**src/hw/rtl/satmp_pkg.sv**
```systemverilog
`timescale 1ns / 1ps
// ----------------------------------------------------------------------------
// satmp_pkg
// Types and constants shared by the stop-at-target motion profile block:
// item and result beats, mode and opcode codes, register indexes and the
// step numbers of the bit-serial sequencer.
// ----------------------------------------------------------------------------
package satmp_pkg;

  localparam int Q_W   = 32;
  localparam int TS_W  = 17;
  localparam int CNT_W = 16;
  localparam int REG_W = 3;
  localparam int SEQ_W = 6;

  localparam logic [1:0] MODE_ACC  = 2'd0;
  localparam logic [1:0] MODE_DEC  = 2'd1;
  localparam logic [1:0] MODE_CON  = 2'd2;
  localparam logic [1:0] MODE_NONE = 2'd3;

  localparam logic OP_LOAD = 1'b0;
  localparam logic OP_TICK = 1'b1;

  localparam logic [REG_W-1:0] REG_ACC_RATE    = 3'd0;
  localparam logic [REG_W-1:0] REG_DEC_RATE    = 3'd1;
  localparam logic [REG_W-1:0] REG_SPEED_LIMIT = 3'd2;
  localparam logic [REG_W-1:0] REG_TARGET_POS  = 3'd3;
  localparam logic [REG_W-1:0] REG_TIME_STEP   = 3'd4;
  localparam logic [REG_W-1:0] REG_STEP_COUNT  = 3'd5;

  // sequencer step numbers
  localparam logic [SEQ_W-1:0] SEQ_M1_LAST  = 6'd16;
  localparam logic [SEQ_W-1:0] SEQ_VNEW     = 6'd17;
  localparam logic [SEQ_W-1:0] SEQ_M2_LOAD  = 6'd18;
  localparam logic [SEQ_W-1:0] SEQ_M2_FIRST = 6'd19;
  localparam logic [SEQ_W-1:0] SEQ_SQ_LAST  = 6'd31;
  localparam logic [SEQ_W-1:0] SEQ_M2_LAST  = 6'd35;
  localparam logic [SEQ_W-1:0] SEQ_DONE     = 6'd36;

  typedef struct packed {
    logic            opcode;
    logic [1:0]      init_mode;
    logic [Q_W-1:0]  init_position;
    logic [Q_W-1:0]  init_speed;
    logic [Q_W-1:0]  init_accel;
  } in_item_t;

  typedef struct packed {
    logic [1:0]      mode_out;
    logic [Q_W-1:0]  position_out;
    logic [Q_W-1:0]  speed_out;
    logic [Q_W-1:0]  accel_out;
    logic            last_step;
  } out_item_t;

endpackage

```
**src/hw/rtl/stop_at_target_motion_profile.sv**
```systemverilog
`timescale 1ns / 1ps
// ----------------------------------------------------------------------------
// stop_at_target_motion_profile
// Trapezoidal velocity profile generator in signed Q16.16 with bit-serial
// multipliers for the speed, position and stopping-distance arithmetic.
// ----------------------------------------------------------------------------
// A load beat sets mode, position, speed and acceleration and goes to the
// wait state, from which they move to the output register once it is free;
// the block then returns to idle, and a tick beat ends the same way. Beats
// are stalled outside idle. A tick runs one multiplier bit per cycle, where the
// 32-step square of the speed and the 32-step remaining-distance product run
// beside the 17-step speed product, which is followed by the 17-step
// position product that needs the new speed. The stop test compares
// remaining distance times twice the deceleration against speed squared, so
// no divider is used. A finished result sits in the output register while
// the next beat is accepted. Configuration writes are taken only while idle.
// ----------------------------------------------------------------------------
module stop_at_target_motion_profile (
  input  logic                                  clk,
  input  logic                                  rst,
  input  logic                                  item_valid,
  output logic                                  item_stall,
  input  satmp_pkg::in_item_t                   item,
  output logic                                  result_valid,
  input  logic                                  result_stall,
  output satmp_pkg::out_item_t                  result,
  input  logic                                  cfg_valid,
  output logic                                  cfg_ready,
  input  logic [satmp_pkg::REG_W-1:0]           cfg_index,
  input  logic [satmp_pkg::Q_W-1:0]             cfg_data
);

  localparam logic [1:0] ST_IDLE = 2'd0;
  localparam logic [1:0] ST_RUN  = 2'd1;
  localparam logic [1:0] ST_WAIT = 2'd2;

  logic [1:0]                       state;
  logic [satmp_pkg::SEQ_W-1:0]      cnt;

  logic [31:0] acc_rate, dec_rate, speed_limit, target_position;
  logic [16:0] time_step;
  logic [15:0] step_count;

  logic [1:0]  mode_reg;
  logic [31:0] position_reg, speed_reg, accel_reg;
  logic [15:0] tick_counter;
  logic        last_flag;

  logic        rem_pos, dec_neg;
  logic [31:0] vnew;

  // speed product lane: accel * time_step
  logic [32:0] m1_hi, m1_sum;
  logic [16:0] m1_lo;
  // position product lane: (speed + vnew) * time_step
  logic [32:0] m2_a;
  logic [33:0] m2_hi, m2_sum;
  logic [16:0] m2_lo;
  // speed squared lane
  logic [31:0] sq_a;
  logic [32:0] sq_hi, sq_sum;
  logic [31:0] sq_lo;
  // remaining distance times twice the deceleration
  logic [32:0] rd_a;
  logic [33:0] rd_hi, rd_sum;
  logic [31:0] rd_lo;

  logic [49:0] m1_round;
  logic [50:0] m2_round;
  logic [34:0] v_sum, x_sum;
  logic [31:0] v_sat, x_sat;
  logic [32:0] remain, neg_dec;
  logic [31:0] mag;
  logic        stop_now, take_out, accept;
  logic [1:0]  mode_next, load_mode;
  logic [31:0] accel_next;
  logic [15:0] tick_inc;

  function automatic logic [31:0] sat32(input logic [34:0] s);
    logic [31:0] r;
    if (s[34:31] == 4'b0000 || s[34:31] == 4'b1111) begin
      r = s[31:0];
    end else if (s[34]) begin
      r = 32'h8000_0000;
    end else begin
      r = 32'h7fff_ffff;
    end
    return r;
  endfunction

  assign item_stall = (state != ST_IDLE);
  assign cfg_ready  = (state == ST_IDLE);
  assign accept     = item_valid && !item_stall;
  assign take_out   = !result_valid || !result_stall;

  always_comb begin
    m1_sum = m1_hi + (m1_lo[0] ? {accel_reg[31], accel_reg} : 33'd0);
    m2_sum = m2_hi + (m2_lo[0] ? {m2_a[32], m2_a} : 34'd0);
    sq_sum = sq_hi + (sq_lo[0] ? {1'b0, sq_a} : 33'd0);
    rd_sum = rd_hi + (rd_lo[0] ? {1'b0, rd_a} : 34'd0);

    m1_round = {m1_hi, m1_lo} + 50'd32768;
    m2_round = {m2_hi, m2_lo} + 51'd65536;
    v_sum = {{3{speed_reg[31]}}, speed_reg} + {m1_round[49], m1_round[49:16]};
    x_sum = {{3{position_reg[31]}}, position_reg} + {m2_round[50], m2_round[50:17]};
    v_sat = sat32(v_sum);
    x_sat = sat32(x_sum);

    remain  = {target_position[31], target_position} - {position_reg[31], position_reg};
    neg_dec = 33'd0 - {dec_rate[31], dec_rate};
    mag     = speed_reg[31] ? (32'd0 - speed_reg) : speed_reg;

    stop_now = !rem_pos || (dec_neg && ({rd_hi, rd_lo} <= {1'b0, sq_hi, sq_lo}));
    if (stop_now) begin
      mode_next = satmp_pkg::MODE_DEC;
    end else if (mode_reg == satmp_pkg::MODE_ACC &&
                 $signed(speed_reg) >= $signed(speed_limit)) begin
      mode_next = satmp_pkg::MODE_CON;
    end else begin
      mode_next = mode_reg;
    end

    case (mode_reg)
      satmp_pkg::MODE_ACC: accel_next = acc_rate;
      satmp_pkg::MODE_DEC: accel_next = dec_rate;
      default:             accel_next = 32'd0;
    endcase

    load_mode = (item.init_mode == satmp_pkg::MODE_NONE) ? satmp_pkg::MODE_CON
                                                         : item.init_mode;
    tick_inc  = tick_counter + 16'd1;
  end

  // control, configuration and profile state
  always_ff @(posedge clk) begin
    if (rst) begin
      state           <= ST_IDLE;
      cnt             <= '0;
      result_valid    <= 1'b0;
      acc_rate        <= 32'd1310720;
      dec_rate        <= 32'hfff6_0000;
      speed_limit     <= 32'd1310720;
      target_position <= 32'd6553600;
      time_step       <= 17'd6554;
      step_count      <= 16'd100;
      mode_reg        <= satmp_pkg::MODE_ACC;
      position_reg    <= '0;
      speed_reg       <= '0;
      accel_reg       <= '0;
      tick_counter    <= '0;
      last_flag       <= 1'b0;
    end else begin
      if (cfg_valid && cfg_ready) begin
        case (cfg_index)
          satmp_pkg::REG_ACC_RATE:    acc_rate        <= cfg_data;
          satmp_pkg::REG_DEC_RATE:    dec_rate        <= cfg_data;
          satmp_pkg::REG_SPEED_LIMIT: speed_limit     <= cfg_data;
          satmp_pkg::REG_TARGET_POS:  target_position <= cfg_data;
          satmp_pkg::REG_TIME_STEP:   time_step       <= cfg_data[16:0];
          satmp_pkg::REG_STEP_COUNT:  step_count      <= cfg_data[15:0];
          default: ;
        endcase
      end

      if (state == ST_WAIT && take_out) begin
        result_valid <= 1'b1;
      end else if (result_valid && !result_stall) begin
        result_valid <= 1'b0;
      end

      case (state)
        ST_IDLE: begin
          cnt <= '0;
          if (accept) begin
            if (item.opcode == satmp_pkg::OP_LOAD) begin
              mode_reg     <= load_mode;
              position_reg <= item.init_position;
              speed_reg    <= item.init_speed;
              accel_reg    <= item.init_accel;
              tick_counter <= '0;
              last_flag    <= 1'b0;
              state        <= ST_WAIT;
            end else begin
              state <= ST_RUN;
            end
          end
        end
        ST_RUN: begin
          cnt <= cnt + 6'd1;
          if (cnt == satmp_pkg::SEQ_DONE) begin
            mode_reg     <= mode_next;
            speed_reg    <= vnew;
            position_reg <= x_sat;
            accel_reg    <= accel_next;
            if (tick_counter != 16'hffff) begin
              tick_counter <= tick_inc;
              last_flag    <= (tick_inc == step_count);
            end else begin
              last_flag <= 1'b0;
            end
            state <= ST_WAIT;
          end
        end
        ST_WAIT: begin
          if (take_out) begin
            state <= ST_IDLE;
          end
        end
        default: state <= ST_IDLE;
      endcase
    end
  end

  // bit-serial datapath and result beat
  always_ff @(posedge clk) begin
    if (state == ST_IDLE) begin
      m1_hi   <= '0;
      m1_lo   <= time_step;
      sq_a    <= mag;
      sq_hi   <= '0;
      sq_lo   <= mag;
      rd_a    <= {neg_dec[31:0], 1'b0};
      rd_hi   <= '0;
      rd_lo   <= remain[31:0];
      rem_pos <= !remain[32] && (remain != 33'd0);
      dec_neg <= dec_rate[31];
    end else if (state == ST_RUN) begin
      if (cnt <= satmp_pkg::SEQ_M1_LAST) begin
        m1_hi <= {m1_sum[32], m1_sum[32:1]};
        m1_lo <= {m1_sum[0], m1_lo[16:1]};
      end
      if (cnt <= satmp_pkg::SEQ_SQ_LAST) begin
        sq_hi <= {1'b0, sq_sum[32:1]};
        sq_lo <= {sq_sum[0], sq_lo[31:1]};
        rd_hi <= {1'b0, rd_sum[33:1]};
        rd_lo <= {rd_sum[0], rd_lo[31:1]};
      end
      if (cnt == satmp_pkg::SEQ_VNEW) begin
        vnew <= v_sat;
      end
      if (cnt == satmp_pkg::SEQ_M2_LOAD) begin
        m2_a  <= {speed_reg[31], speed_reg} + {vnew[31], vnew};
        m2_hi <= '0;
        m2_lo <= time_step;
      end
      if (cnt >= satmp_pkg::SEQ_M2_FIRST && cnt <= satmp_pkg::SEQ_M2_LAST) begin
        m2_hi <= {m2_sum[33], m2_sum[33:1]};
        m2_lo <= {m2_sum[0], m2_lo[16:1]};
      end
    end

    if (state == ST_WAIT && take_out) begin
      result.mode_out     <= mode_reg;
      result.position_out <= position_reg;
      result.speed_out    <= speed_reg;
      result.accel_out    <= accel_reg;
      result.last_step    <= last_flag;
    end
  end

`ifndef SYNTHESIS
  a_mode_legal: assert property (@(posedge clk) disable iff (rst)
    mode_reg != satmp_pkg::MODE_NONE)
    else $error("mode register holds the unused code");

  a_accept_leaves_idle: assert property (@(posedge clk) disable iff (rst)
    accept |=> state != ST_IDLE)
    else $error("accepted beat did not start work");

  a_run_ends: assert property (@(posedge clk) disable iff (rst)
    state == ST_RUN && cnt == satmp_pkg::SEQ_DONE |=> state == ST_WAIT)
    else $error("sequencer did not finish at the last step");

  a_push: assert property (@(posedge clk) disable iff (rst)
    state == ST_WAIT && take_out |=> result_valid && state == ST_IDLE)
    else $error("finished result not moved to the output register");

  a_last_count: assert property (@(posedge clk) disable iff (rst)
    state == ST_WAIT && last_flag |-> tick_counter == step_count)
    else $error("last tick flag without matching count");
`endif

endmodule

```
**config.mk**
```make
export PLATFORM = sky130hd
export DESIGN_NAME = stop_at_target_motion_profile
export DESIGN_NICKNAME = d
export VERILOG_FILES = /design/src/hw/rtl/satmp_pkg.sv /design/src/hw/rtl/stop_at_target_motion_profile.sv
export SDC_FILE = /design/constraint.sdc
export NUM_CORES = 2
export LEC_CHECK = 0
export ABC_AREA = 1
export BUFFER_PORTS_ARGS = -buffer_cell sky130_fd_sc_hd__clkbuf_2
export CORE_ASPECT_RATIO = 2
export CORE_UTILIZATION = 40
export CTS_CLUSTER_SIZE = 10
export DETAILED_ROUTE_END_ITERATION = 10
export PLACE_DENSITY = 0.56
export SYNTH_ARGS = -nofsm -noshare
export SYNTH_HDL_FRONTEND = slang
export SYNTH_SLANG_ARGS = --single-unit
```
**constraint.sdc**
```tcl
create_clock -name clk -period 19.73 [get_ports clk]
set_input_delay 4.9325 -clock clk [delete_from_list [all_inputs] [get_ports clk]]
set_output_delay 4.9325 -clock clk [all_outputs]
set_load 0.01 [all_outputs]
```
Word level (Yosys, flattened, before mapping):

Index checks and enable logic that the tools add are counted.

* add/sub/neg operators: 14
* magnitude comparators: 6
* equal/unequal tests: 22
* multiplexer cells: 60
* bitwise operators: 1
* reduce and logical (&&, ||, !) cells: 46

Operators with widths (count)
* $mux W32: 21
* $pmux W32 S2: 4
* $mux W34: 3
* $mux W17: 5
* $add A32 B34 Y35: 2
* $add A32 B32 Y33: 2
* $mux W33: 2
* $le A65 B64 Y1: 1
* $mux W16: 4
* $sub A1 B32 Y32 const A: 2
* $add A51 B17 Y51 const B: 1
* $add A49 B17 Y50 const B: 1
* $add A33 B33 Y34: 1
* $add A34 B34 Y34: 1
* $add A33 B33 Y33: 1
* $reduce_bool A33 Y1: 1
* $sub A32 B32 Y33: 1
* $ge A32 B32 Y1: 1
* $pmux W16 S2: 1
* $mux W2: 10
* $reduce_and A2 Y1: 10
* $add A16 B1 Y16 const B: 1
* $eq A16 B16 Y1: 1
* $ne A16 B16 Y1 const B: 1
* 31 further kinds: 71

* register bits after elaboration: 744
* bits of input ports: 139
* output and inout port bits: 102
* logic and storage cells: 183

Depth between registers and ports, before layout:

* depth in word-level cells: 7
* depth in mapped cells: 30
* gate-level depth less buffers: 29

Least setup slack after synthesis:

No wires, ideal clock.

* path type: input to register
* start point: input port result_stall
* end point: register result[0] (netlist name) (enable)
* setup time: 589 ps
* arrival time: 9732 ps
* data required time: 19141 ps
* setup slack: 9409 ps
* stages on the path: 1
* path buffers: 0
* path through: a21oi_1

* cells in the longest elaborated chain, start to end: 3

RTL lines
* from (decl): RTL line stop_at_target_motion_profile.sv:25 `input logic result_stall,`
* $logic_not A1 Y1: RTL line stop_at_target_motion_profile.sv:94 `assign take_out = !result_valid || !result_stall;`
* $logic_or A1 B1 Y1: RTL line stop_at_target_motion_profile.sv:94
* $logic_and A1 B1 Y1: RTL line stop_at_target_motion_profile.sv:252 `if (state == ST_WAIT && take_out) begin`
* to (decl): RTL line stop_at_target_motion_profile.sv:26 `output satmp_pkg::out_item_t result,`

No other way between the ends.
A chain may end at the register's enable or synchronous reset.

Final worst setup path:

* start point: register state[0]
* end point: output port cfg_ready

* cells in the longest elaborated chain, start to end: 1

RTL lines
* from (decl): RTL line stop_at_target_motion_profile.sv:37 `logic [1:0] state;`
* from (signal assigned): RTL line stop_at_target_motion_profile.sv:137 `state <= ST_IDLE;`
* from (signal assigned): RTL line stop_at_target_motion_profile.sv:182 `state <= ST_WAIT;`
* from (signal assigned): RTL line stop_at_target_motion_profile.sv:184 `state <= ST_RUN;`
* $logic_not A2 Y1: RTL line stop_at_target_motion_profile.sv:92 `assign cfg_ready = (state == ST_IDLE);`
* to (decl): RTL line stop_at_target_motion_profile.sv:28 `output logic cfg_ready,`

No other way between the ends.

==> reports/qor.csv <==
metric,value,unit
status,finished clean,
required time worst endpoint,14.80,ns
Post-Synthesis Cells,6615,
port buffer count,240,
Core Area,121800,um^2
final setup violation count,0,
Final Power,5.935,mW
RSZ-0062 raised after global routing,false,
post-synthesis average cell area,7.431,um^2
FF-to-FF path depth,23,
P_sw,2.438,mW
Final min period,7.205,ns
clk root buf,clkbuf_16,
final antenna-violating net count,0,
worst hold path type,flop to flop,
number of synthesized flops with an enable pin,361,
Worst-path clk slew,0.06,ns
vias in the first global route,45430,
largest reg by FF count,result,
Synth top area share,0.2205,
"Distinct cells, synth",62,
# DRC,0,
reg2reg start,m1_lo[15],
Clock power frac,0.262,
via count,45560,
Critical Path End Type,output pin,
largest net degree at the start of global routing,146,
post-DP HPWL,148600,um
number of CTS-inserted buffers,86,
Die Span X,249.9,um
Synth Warn #,0,
MaxCap Viol Count,0,
ys flop type,dfxtp_1,
final hold violations,0,
Sum Neg Setup Slack,0,ns
WL/cell,22.10,um
Combinational Power Share,0.366,
cell area after synthesis,49160,um^2
Int Pwr,3.497,mW
area of the multi-input gates,26250,um^2
Syn-to-layout area delta,11.11,%
min-delay src,dec_rate[31],
gr usage total,0.2948,
CTS H-tree lvls,3,
Final Max Slew Viols,0,
CP startpoint,state[0],
nets,7323,
"Seq/Total Area, Yosys",0.3761,
Post-Place Cells,8276,
skew final,0.04015,ns
post-CTS sizing,0,
Hold Path End,dec_neg,
Fin Hold WS,0.4535,ns
Power Dens Cells,108.7,nW/um^2
largest cells by area after synthesis,"edfxtp_1, dfxtp_1, nand2_1",
Lkg Pwr,26.02,nW
Layout fillers,12520,
# IOs,241,
Switching Fraction,0.4108,
Die Ht,497.8,um
Max Buffers Root-to-Sink,3,
register bit count reported by yosys,743,
Iteration-0 DRC Markers,3035,
antenna violations before repair,7,
die footprint,124400,um^2
crit path DAT,2.27,ns
TritonRoute pass-1 iters,6,
Post-CTS Setup Inserts,0,
layout cells sized above 1,0.08132,
sequential power share,0.371,
Placer Congestion,0.9770,
reg2reg setup slack,14.49,ns
# hold bufs at CTS,0,
drt total wl,186300,um
number of flip-flops in the largest register,99,
Synth area leader,edfxtp_1,
Register Area,18490,um^2
"Net Count, Synth",7129,
hold depth,0,
site row count,181,
TritonCTS clock tree,built,
critical path type,flop to output pin,
critical path launch point type,flop,
CTS Sinks,743,
worst vdd rail ir drop,0.09864,mV
Overflow after GRT,0,
first-pass GRT wire length,273600,um
final period utilization,0.3652,
max frequency,138.8,MHz
clk_lat worst skew,0.71,ns
routed vias/inst,5.404,
Async SR Flop Fraction,0,
Post-Layout Cell Count,8430,
crit path max fanout,34,
reg2reg end,vnew[26],
Worst Tran Pin Value,1.208,ns
Initial Util,0.4034,
Rel. slew slack,0.1945,
## cells in the mapped netlist, drive strengths merged, types with 8 or more instances
cell / n
nor3: 103
xor2: 207
edfxtp: 361
a21boi: 16
buf: 37
nand4: 54
a21oi: 598
xnor2: 60
nor4: 29
inv: 972
fa: 8
o211ai: 32
a21o: 36
a31oi: 110
o21ai: 585
nand2: 1469
ha: 367
o21bai: 39
nand3: 263
or2: 18
o22ai: 31
nor2: 591
dfxtp: 382
nand3b: 10
o21a: 20
clkbuf: 157
## per-layer routing
layer	GRT usage	vias up	part of all wire
li1	-	22340	-
met1	0.2939	21390	0.35
met4	0.2271	10	0.086
met3	0.03098	500	0.040
met5	0	-	0.00032
met2	0.5540	1316	0.52
## worst max-delay path: stages, from the launching register on
cell and delay [ns]:
dfxtp_2 0.59, nor2_4 0.23, buf_4 0.49, clkbuf_2 0.23
## kinds of logic (layout without fill, tap and decap cells)
| kind of cell | Yosys count | count (layout) | share of synthesized area |
|---|---|---|---|
| other | 0 | 1 | 0 |
| xor gates and xnor gates | 267 | 267 | 0.04757 |
| DFF | 743 | 743 | 0.3761 |
| AOI/OAI and AO/OA | 1504 | 1504 | 0.1701 |
| and+or+nand+nor | 2556 | 2556 | 0.2185 |
| buffers and inverters | 1170 | 1429 | 0.09110 |
| adders and majority gates | 375 | 375 | 0.09667 |
## power by group through the flow
stage / combinational [mW] / clock (mW) / sequential, mW
after CTS: 2.17 / 1.58 / 2.20
after global placement: 2.14 / 0 / 2.23
final: 2.17 / 1.56 / 2.20
after global routing: 2.42 / 1.64 / 2.22
after floorplan: 1.46 / 0 / 2.12
after detailed placement: 2.16 / 0 / 2.23
## how the worst max path moves through the flow
stage / endpoint
6_report: cfg_ready
5_1_grt: cfg_ready
4_1_cts: cfg_ready
3_5_place_dp: accel_reg[19]
3_3_place_gp: tick_counter[0]
2_1_floorplan: result[0]
## cell usage in the layout (no fill, tap or decap), drive strengths merged, types with 32 or more instances in the layout
master  Yosys  routed
edfxtp    361     361
buf        37      61
ha        367     367
nand2    1469    1469
nor2      591     591
clkbuf    157     384
nand3     263     263
a31oi     110     110
nor3      103     103
nand4      54      54
inv       972     973
o21ai     585     585
xor2      207     207
xnor2      60      60
o21bai     39      39
a21o       36      36
a21oi     598     598
o211ai     32      32
dfxtp     382     382
## stage by stage
step           utilization  setup slack [ns]  cell area (um^2)
6_report            0.4483             12.52             54620
4_1_cts             0.4482             12.44             54610
3_3_place_gp        0.4269             12.36             52010
2_1_floorplan            -             9.409             49160
3_5_place_dp        0.4269             12.28             52010
5_1_grt             0.4483             12.46             54620
## cell type report
cell class                 instances  share of cell area
multi-input combinational       4702              0.4805
inverter                         976             0.06715
sequential                       743              0.3385
clock inverter                     8            0.002451
tap                             1555             0.03562
clock buffer                     145             0.04515
timing repair buffer             300             0.03051
antenna                            1          0.00004582
Note: power is estimated with default switching activity, not from simulation.
